--- src/set_assoc_cache_lru_lookup_macros.svh ---
// assertion macros for the set associative cache lookup block
// used by the top level only, expects clk and arst_n in scope
`ifndef SET_ASSOC_CACHE_LRU_LOOKUP_MACROS_SVH
`define SET_ASSOC_CACHE_LRU_LOOKUP_MACROS_SVH

// condition in this cycle implies consequence in the same cycle
`define SACL_ASSERT_NOW(lbl, a, c) \
	lbl: assert property (@(posedge clk) disable iff (!arst_n) (a) |-> (c)) \
		else $error("check failed");

// condition in this cycle implies consequence in the next cycle
`define SACL_ASSERT_NEXT(lbl, a, c) \
	lbl: assert property (@(posedge clk) disable iff (!arst_n) (a) |=> (c)) \
		else $error("check failed");

`endif

--- src/sacl_pkg.sv ---
// shared types and constants of the cache lookup block
// no dependencies
package sacl_pkg;

	localparam int AGE_W   = 32;
	localparam int STAMP_W = 64;
	localparam logic [AGE_W-1:0] AGE_TOP = '1;

	// configuration register indexes
	localparam logic [1:0] CFG_OFFSET_BITS = 2'd0;
	localparam logic [1:0] CFG_SET_BITS    = 2'd1;
	localparam logic [1:0] CFG_WAYS        = 2'd2;

	typedef enum logic [3:0] {
		CMD_NONE,
		CMD_ACCEPT,
		CMD_INDEX,
		CMD_COMPARE,
		CMD_UPDATE,
		CMD_CLEAR,
		CMD_SWEEP_START,
		CMD_SWEEP,
		CMD_SWEEP_END
	} cmd_op_t;

	typedef struct packed {
		cmd_op_t op;
	} ctl_cmd_t;

	typedef struct packed {
		logic row_last;
		logic out_busy;
	} dp_status_t;

endpackage

--- src/sacl_ctrl.sv ---
// sequencer of the cache lookup: clearing pass, age rebase pass, lookup steps
// depends on sacl_pkg
module sacl_ctrl (
	input  logic                 clk,
	input  logic                 arst_n,
	input  logic                 in_valid,
	input  logic                 cfg_we,
	input  logic [1:0]           cfg_index,
	input  sacl_pkg::dp_status_t st,
	output sacl_pkg::ctl_cmd_t   cmd,
	output logic                 in_stall
);
	import sacl_pkg::*;

	typedef enum logic [2:0] {
		ST_CLEAR,
		ST_IDLE,
		ST_SWEEP0,
		ST_SWEEP,
		ST_SWEEP_END,
		ST_INDEX,
		ST_COMPARE,
		ST_UPDATE
	} state_t;

	state_t state_q;
	logic   pending_q;
	logic   take;

	assign in_stall = !(state_q == ST_IDLE && !pending_q && !cfg_we);
	assign take     = in_valid && !in_stall;

	// command decode
	always_comb begin
		cmd.op = CMD_NONE;
		case (state_q)
			ST_CLEAR:     cmd.op = CMD_CLEAR;
			ST_IDLE: begin
				if (pending_q && !cfg_we)
					cmd.op = CMD_SWEEP_START;
				else if (take)
					cmd.op = CMD_ACCEPT;
			end
			ST_SWEEP0:    cmd.op = CMD_SWEEP;
			ST_SWEEP:     cmd.op = CMD_SWEEP;
			ST_SWEEP_END: cmd.op = CMD_SWEEP_END;
			ST_INDEX:     cmd.op = CMD_INDEX;
			ST_COMPARE:   cmd.op = CMD_COMPARE;
			ST_UPDATE:    cmd.op = st.out_busy ? CMD_NONE : CMD_UPDATE;
			default:      cmd.op = CMD_NONE;
		endcase
	end

	// state and rebase request
	always_ff @(posedge clk or negedge arst_n) begin
		if (!arst_n) begin
			state_q   <= ST_CLEAR;
			pending_q <= 1'b0;
		end else begin
			if (cfg_we && (cfg_index == CFG_SET_BITS || cfg_index == CFG_WAYS))
				pending_q <= 1'b1;
			else if (state_q == ST_SWEEP_END)
				pending_q <= 1'b0;
			case (state_q)
				ST_CLEAR: if (st.row_last) state_q <= ST_IDLE;
				ST_IDLE: begin
					if (pending_q && !cfg_we)
						state_q <= ST_SWEEP0;
					else if (take)
						state_q <= ST_INDEX;
				end
				ST_SWEEP0:    state_q <= st.row_last ? ST_SWEEP_END : ST_SWEEP;
				ST_SWEEP:     if (st.row_last) state_q <= ST_SWEEP_END;
				ST_SWEEP_END: state_q <= ST_IDLE;
				ST_INDEX:     state_q <= ST_COMPARE;
				ST_COMPARE:   state_q <= ST_UPDATE;
				ST_UPDATE:    if (!st.out_busy) state_q <= ST_IDLE;
				default:      state_q <= ST_IDLE;
			endcase
		end
	end

endmodule

--- config.mk ---
export PLATFORM = sky130hd
export DESIGN_NAME = sacl_ctrl
export DESIGN_NICKNAME = d
export VERILOG_FILES = /design/src/set_assoc_cache_lru_lookup_macros.svh /design/src/sacl_pkg.sv /design/src/sacl_ctrl.sv
export SDC_FILE = /design/constraint.sdc
export NUM_CORES = 1
export LEC_CHECK = 0
export ABC_CLOCK_PERIOD_IN_PS = 1800
export BUFFER_PORTS_ARGS = -buffer_cell sky130_fd_sc_hd__buf_2
export CAP_MARGIN = 20
export CORE_AREA = 2 2 39 41
export CTS_CLUSTER_SIZE = 24
export DETAILED_ROUTE_END_ITERATION = 8
export DIE_AREA = 0 0 41 43
export PLACE_DENSITY_LB_ADDON = 0.3
export SLEW_MARGIN = 20
export SYNTH_ARGS = -nofsm -noshare
export SYNTH_HDL_FRONTEND = slang
export SYNTH_SLANG_ARGS = --single-unit
export TNS_END_PERCENT = 100
--- constraint.sdc ---
create_clock -name clk -period 1.8 [get_ports clk]
set_clock_uncertainty 0.1 [all_clocks]
set_input_delay 0.27 -clock clk [delete_from_list [all_inputs] [get_ports clk]]
set_output_delay 0.27 -clock clk [all_outputs]
set_load 0.005 [all_outputs]
# --- After elaboration in Yosys (flattened, before gate mapping) ---
# Cells that the tools add are included.
word_totals:
  regBits: 4
  out_inout_bits: 5
  wordCells: 41
op_classes:
  eq_ne: 13
  mux: 13
  n_reduce_logical: 13
op_table:
  columns: ["op", "n"]
  rows:
  - ["one-hot mux 4 bit (7 select lines)", 1]
  - ["two-way mux 3 bit", 8]
  - ["one-hot mux 3 bit (8 select lines)", 1]
  - ["== test 3 bit, second input constant", 4]
  - ["== test 3 x 2 -> 1 bit, second input constant", 2]
  - ["!= test 2 bit, second input constant", 3]
  - ["logical AND 1 bit", 5]
  - ["AND reduction 4 bit", 1]
  - ["== test 3 x 1 -> 1 bit, second input constant", 1]
  - ["logical NOT 1 bit", 3]
  - ["logical NOT 3 bit", 1]
  - ["two-way mux 1 bit", 3]
  - ["!= test 3 x 2 -> 1 bit, second input constant", 1]
  - ["== test 2 x 1 -> 1 bit, second input constant", 1]
  - ["== test 2 bit, second input constant", 1]
  - ["nonzero test 2 bit", 1]
  - ["OR reduction 2 bit", 1]
  - ["logical OR 1 bit", 1]

# --- Logic depth before layout (Yosys ltp) ---
# Gate-level depths: netlist of the first run.
logic_depth:
  word_depth: 7
  ltp_mapped: 4
  ltp_nobuf: 3

# --- Worst setup path after synthesis of the first run ---
# Ideal clock, no wire load.
synth_path:
  path_kind: "reg-to-output"
  from: "register state_q[1]"
  to: "output port cmd[0] (netlist bit)"
  arrival_time_ps: 1158
  t_required_ps: 1430
  slack_ps: 272
  path_stages_with_launch: 5
  path_cell_list: "dfrtp_1 -> buf_6 -> nand2b_4 -> or4_4 -> o21ai_2"
synth_rtl:
  columns: ["item", "line", "rtl"]
  rows:
  - ["start: declaration", "sacl_ctrl.sv:26", "state_t state_q;"]
  - ["start signal: assignment", "sacl_ctrl.sv:72", "ST_SWEEP0: state_q <= st.row_last ? ST_SWEEP_END : ST_SWEEP;"]
  - ["end: declaration", "sacl_ctrl.sv:10", "output sacl_pkg::ctl_cmd_t cmd,"]

==> summary.md, run 1 <==
| Metric | Value |
|---|---|
| Initial Util | 0.250 |
| Fin. Hold Viols | 0 |
| Yosys reg bits | 4 |
| WL final | 693 um |
| # rows | 14 |
| Lkg Pwr | between 0.2 and 0.25 nW |
| TritonCTS clock tree | built |
| Hold Path Class | in2reg |
| Routed len/inst | 9.63 um |
| Area after DPL | approximately 400 um2 |
| CTS clock-pin slew for the worst setup and hold paths | 0.03 ns |
| Sequential Area | a little over 100 um2 |
| Clk Latency, worst-skew pair | 0.23 ns |
| H-tree depth | 1 |
| RSZ-0062 raised after global routing | yes |
| CP Class | reg2out |
| Die width | between 40 and 50 um |
| Full die area | about 1800 um2 |
| Vias in the first global route | approximately 270 |
| Area grow syn2layout | 32.9% |
| GP Congestion | approximately 0.66 |
| Placed cells | between 60 and 70 |
| Syn nets | 47 |
| DRT Pass-1 Iters | 2 |
| Clk sinks | 4 |
| Tcrit/Tclk final | 0.995 |
| Tmin final | ~1.8 ns |
| Die Y | ~43 um |
| Setup TNS Final | 0 ns |
| Largest net degree at the start of global routing | 13 |
| VDD IR max | roughly 530 uV |
| Synth warnings | 0 |
| Critical path arrival | roughly 1.4 ns |
| Port Buf Inserts | 12 |
| Setup crit start kind | register |
| Max Clock Freq | about 560 MHz |
| Antenna viol nets, final | 0 |
| Final WS setup | around 0.0092 ns |
| Worst-Margin Slew | around 0.32 ns |
| Clk buf depth | 2 |
| Max_slew headroom | 0.785 |
| Multi-input combinational cell area | 205 um2 |
| CTS Buf Count | 3 |
| Clock Root Buffer | clkbuf_4 |
| Starting DRT DRC Count | 6 |
| Crit. End Element | primary output |
| Worst Path Required | between 1 and 1.5 ns |
| Final hold slack | about 0.21 ns |
| Main area contributors after synthesis | dfrtp_1 29%, a21oi_1 7.2%, buf_6 6.5%, nand2b_1 5.4%, o21ai_0 4.3% |
| Mapped Cells | 39 |
| First-pass GRT wire length | about 1100 um |
| Diodes inserted | 0 |
| Core ar. | between 1000 and 1500 um2 |
| Crit Path Max Fanout | 3 |
| Worst path cell trace | nand2b_4 -> or4_4 -> o21ai_2 -> buf_2 |
| Synth cell types | 24 |
| Synth area leader | dfrtp_1 |
| Final instance area | ~460 um2 |
| Slew Viols, Final | 0 |
| Final setup fails | 0 |
| Final core utilization | 0.333 |
| Fraction of layout cells with a size suffix above 1 | 0.482 |
| Status | complete, no violations |
| Initial antenna violation count | 0 |
| CP peak stage delay | around 0.42 ns |
| DP HPWL | approximately 550 um |
| Max Cap Viol | 0 |
| Gr ovfl total | 0 |
| DP Worst Slack | 0.175 ns |
| Power density cells | between 1500 and 2000 nW/um2 |
| Synth Cell Area | ~350 um2 |
| DRC violations left | 0 |
| Final nets | 66 |
| Gr usage total | 0.0909 |
| Crit-path slowest cell | or4_4 |
| Syn avg cell area | 8.89 um2 |
| # fillers | around 150 |
| Finished Layout Cells | between 70 and 80 |
| Vias per inst | 4.61 |
| Power Total | ~730 uW |
| I/O Pins | 13 |
| Total number of vias | ~330 |
| Synth top area share | 0.289 |
| Sequential cell area fraction in the yosys report | 0.289 |
cell families (layout without fill, tap and decap cells):
group,after synthesis,after routing,synth area share
compound gates,14,14,0.264
xor+xnor,1,1,0.0253
fa+ha+maj,1,1,0.0289
buf+inv,6,23,0.119
flops,4,4,0.289
simple gates,13,13,0.274
path summary, 6_finish.rpt:
kind / start / end / slack (ns) / cells past startpoint
max in group asynchronous: arst_n / state_q[1] / 1.20 / 2
setup / recovery: state_q[1] / cmd[0] / 0.009 / 4
min in group asynchronous: arst_n / state_q[0] / 0.27 / 2
setup reg to reg: state_q[1] / state_q[2] / 0.38 / 5
hold / removal: cfg_we / pending_q / 0.21 / 3
hold reg to reg: pending_q / pending_q / 0.50 / 2
flip-flops by register name, indices dropped and copies added, names as in the netlist:
name       flops
state_q        3
pending_q      1
cell usage after synthesis:
cell type,number
nor2b_1,1
xor2_1,1
nor3b_1,2
buf_4,1
o22ai_1,1
o22a_2,1
maj3_1,1
and3_2,1
dfrtp_1,4
o21ai_2,1
a21oi_1,5
nor3_1,1
a2bb2oi_1,1
or4_4,1
o21ba_2,1
a211oi_1,1
nand2_1,1
nand2b_4,1
or2_2,1
inv_1,3
nand3b_1,1
buf_6,2
o21ai_0,3
nand2b_1,3
what timing repair did:
item,CTS,global route
endpoints found under the hold margin,4,0
gates resized for setup,1,0
hold buffers,1,0
endpoints found under the setup margin,1,1
buffers inserted,1,1
final cells by class:
cell class | instances | share of cell area
flip-flops and latches | 4 | 0.220
well taps | 16 | 0.0435
inverters | 3 | 0.0245
clock buffers | 3 | 0.0489
repair buffers | 17 | 0.217
multi-input cells | 29 | 0.446
per-layer routing:
layer	wire length, um	GRT usage
met5	0	0
met4	0	0.0600
met3	37	0.0157
met2	321	0.128
met1	334	0.121
power by group:
part,switching (mW),internal [mW],total [mW]
clock network,0.0315,0.0742,0.106
registers,0.0444,0.136,0.181
logic,0.203,0.243,0.446
total,0.279,0.454,0.733
layout by cell type (no fill, tap or decap), types with 2 or more instances in the layout:
| cell | n |
|---|---|
| buf_2 | 12 |
| dfrtp_1 | 3 |
| inv_1 | 3 |
| o21ai_0 | 3 |
| a21oi_1 | 5 |
| nand2b_1 | 3 |
| buf_4 | 4 |
| clkbuf_4 | 3 |
| nor3b_1 | 2 |
critical path: cells and delay by family (launching register included):
kind / cells / cell delay, ns
simple gates: 2 / 0.56
compound gates: 1 / 0.11
buf+inv: 1 / 0.11
flops: 1 / 0.41
No activity file was read; power rests on OpenSTA's default activity.
==> run 2, diff against run 1 <==
--- a/config.mk
+++ b/config.mk
@@ -8,6 +8,8 @@
 export ABC_CLOCK_PERIOD_IN_PS = 1800
 export BUFFER_PORTS_ARGS = -buffer_cell sky130_fd_sc_hd__buf_2
 export CAP_MARGIN = 20
+export CELL_PAD_IN_SITES_DETAIL_PLACEMENT = 0
+export CELL_PAD_IN_SITES_GLOBAL_PLACEMENT = 1
 export CORE_AREA = 2 2 39 41
 export CTS_CLUSTER_SIZE = 24
 export DETAILED_ROUTE_END_ITERATION = 8
==> constraint.sdc (replaced) <==
create_clock -name clk -period 1.8 [get_ports clk]
set_clock_uncertainty 0.1 [all_clocks]
set_input_delay 0.27 -clock clk [delete_from_list [all_inputs] [get_ports clk]]
set_output_delay 0.27 -clock clk [all_outputs]
set_load 0.02 [all_outputs]
==> summary.md, run 2 (same netlist as run 1, synthesis figures left out) <==
| Metric | Value |
|---|---|
| Slew Viols, Final | 0 |
| Fraction of layout cells with a size suffix above 1 | 0.492 |
| Core ar. | about 1400 um2 |
| Worst Setup SP | state_q[1] |
| H-tree depth | 1 |
| Gr usage total | 0.123 |
| WHS Endpoint | pending_q |
| TritonCTS clock tree | built |
| P_int | approximately 520 uW |
| Hold_sp | cfg_we |
| Diodes inserted | 0 |
| Max Cap Viol | 0 |
| CP Class | reg2out |
| WL final | around 840 um |
| Die width | 41 um |
| Vias in the first global route | 317 |
| Clk Latency, worst-skew pair | approximately 0.24 ns |
| RSZ-0062 raised after global routing | yes |
| Lkg Pwr | roughly 0.23 nW |
| Worst flop-to-flop path startpoint | state_q[0] |
| Port Buf Inserts | 12 |
| CTS Buf Count | 3 |
| Net Sw Frac | 0.421 |
| R2R cell count | 4 |
| Net Sw Power | ~380 uW |
| RR Endpoint | state_q[0] |
| DP HPWL | about 630 um |
| Die Y | approximately 43 um |
| Hold Path Class | in2reg |
| Crit Path Max Fanout | 2 |
| Tmin final | between 1.5 and 2 ns |
| Reg2Reg Setup Slack | about 0.47 ns |
| Power density cells | 1840 nW/um2 |
| Starting DRT DRC Count | 6 |
| Largest regs | state_q: 3 flops, pending_q: 1 flops |
| Final setup fails | 0 |
| VDD IR max | 670 uV |
| Commonest non-fill, non-tap cell in the layout | buf_2 |
| Finished Layout Cells | 75 |
| First-pass GRT wire length | 1430 um |
| Final WS setup | between 0.0007 and 0.0008 ns |
| Setup TNS Final | 0 ns |
| Vias per inst | between 4 and 5 |
| Setup crit start kind | register |
| Clk pwr share | 0.130 |
| Worst-Margin Slew | 0.303 ns |
| Max Clock Freq | around 560 MHz |
| Gr ovfl total | 0 |
| Worst Path Required | around 1.4 ns |
| Clk sinks | 4 |
| Top reg by flops | state_q |
| Antenna viol nets, final | 0 |
| Placed cells | between 60 and 70 |
| DP Worst Slack | 0.216 ns |
| Final nets | slightly below 70 |
| Clock Root Buffer | clkbuf_4 |
| Crit. End Element | primary output |
| Full die area | about 1800 um2 |
| Hold Crit Depth | 3 |
| Largest net degree at the start of global routing | 13 |
| GP Congestion | 0.674 |
| Initial Util | 0.250 |
| # rows | 14 |
| Status | complete, no violations |
| Area after DPL | roughly 430 um2 |
| Final instance area | around 500 um2 |
| Routed len/inst | between 10 and 15 um |
| Fin. Hold Viols | 0 |
| Clk buf depth | 2 |
| Commonest cells after routing, fill and taps aside | 10 x buf_2, 8 x buf_4, 5 x a21oi_1 |
| Max FFs per register | 3 |
| DRT Pass-1 Iters | 3 |
| Sequential share of power | 0.189 |
| Area grow syn2layout | 41.5% |
| CTS clock-pin slew for the worst setup and hold paths | about 0.040 ns |
| Logic gate share of total power | 0.681 |
| Initial antenna violation count | 0 |
| Tcrit/Tclk final | 1.00 |
| DRC violations left | 0 |
| Total number of vias | around 350 |
| # fillers | between 150 and 200 |
| Critical path arrival | 1.43 ns |
| Max_slew headroom | 0.796 |
| I/O Pins | 13 |
[run 2: cell types whose count changed in the layout (fill, tap and decap cells not counted), sizes merged]
cell and change:
buf +3
[run 2: metrics by stage]
| step | total power [mW] | utilization | hold slack, ns |
|---|---|---|---|
| floorplan | 0.578 | - | -0.126 |
| global placement | 0.728 | 0.314 | -0.0193 |
| detailed placement | 0.723 | 0.314 | -0.0202 |
| CTS | 0.901 | 0.353 | 0.230 |
| global route | 0.975 | 0.354 | 0.270 |
| finish | 0.902 | 0.354 | 0.224 |
[run 2: timing repair]
item	CTS	global route
hold buffers	1	0
setup endpoints to repair	1	2
setup buffers	2	0
resized for setup	2	1
endpoints found under the hold margin	4	0
cloned	0	0
[run 2: worst max path at each step]
stage                        end  slack [ns]  cells after the start
after floorplan           cmd[0]        0.11                      4
after global placement    cmd[0]        0.22                      3
after detailed placement  cmd[0]        0.22                      4
after CTS                 cmd[0]       -0.02                      3
after global routing      cmd[0]       -0.05                      3
final                     cmd[0]      0.0008                      4
[run 2: final cells by class]
class / count / area (um2) / share of cell area
Clock buffer: 3 / 22.5 / 0.0459
Inverter: 3 / 11.3 / 0.0230
Tap cell: 16 / 20.0 / 0.0408
Sequential cell: 4 / 100 / 0.204
Timing Repair Buffer: 20 / 131 / 0.268
Multi-Input combinational cell: 29 / 205 / 0.418
[run 2: critical path, cell delays in order (launching register included)]
cell	delay [ns]
dfrtp_1	0.37
nand2b_4	0.14
or4_4	0.42
o21ai_2	0.13
buf_6	0.13
[run 2: per-layer routing]
layer | track usage | vias up | wire length (um)
met5 | 0 | - | 0
met3 | 0.0628 | 0 | 32
li1 | - | 179 | -
met1 | 0.148 | 159 | 359
met4 | 0.0400 | 0 | 0
met2 | 0.184 | 7 | 443
[run 2: power by group through the flow]
| stage | clock network (mW) | registers (mW) | logic [mW] |
|---|---|---|---|
| after global placement | 0 | 0.178 | 0.549 |
| after floorplan | 0 | 0.159 | 0.419 |
| after CTS | 0.123 | 0.171 | 0.606 |
| final | 0.117 | 0.171 | 0.614 |
| after detailed placement | 0 | 0.177 | 0.546 |
| after global routing | 0.129 | 0.177 | 0.669 |
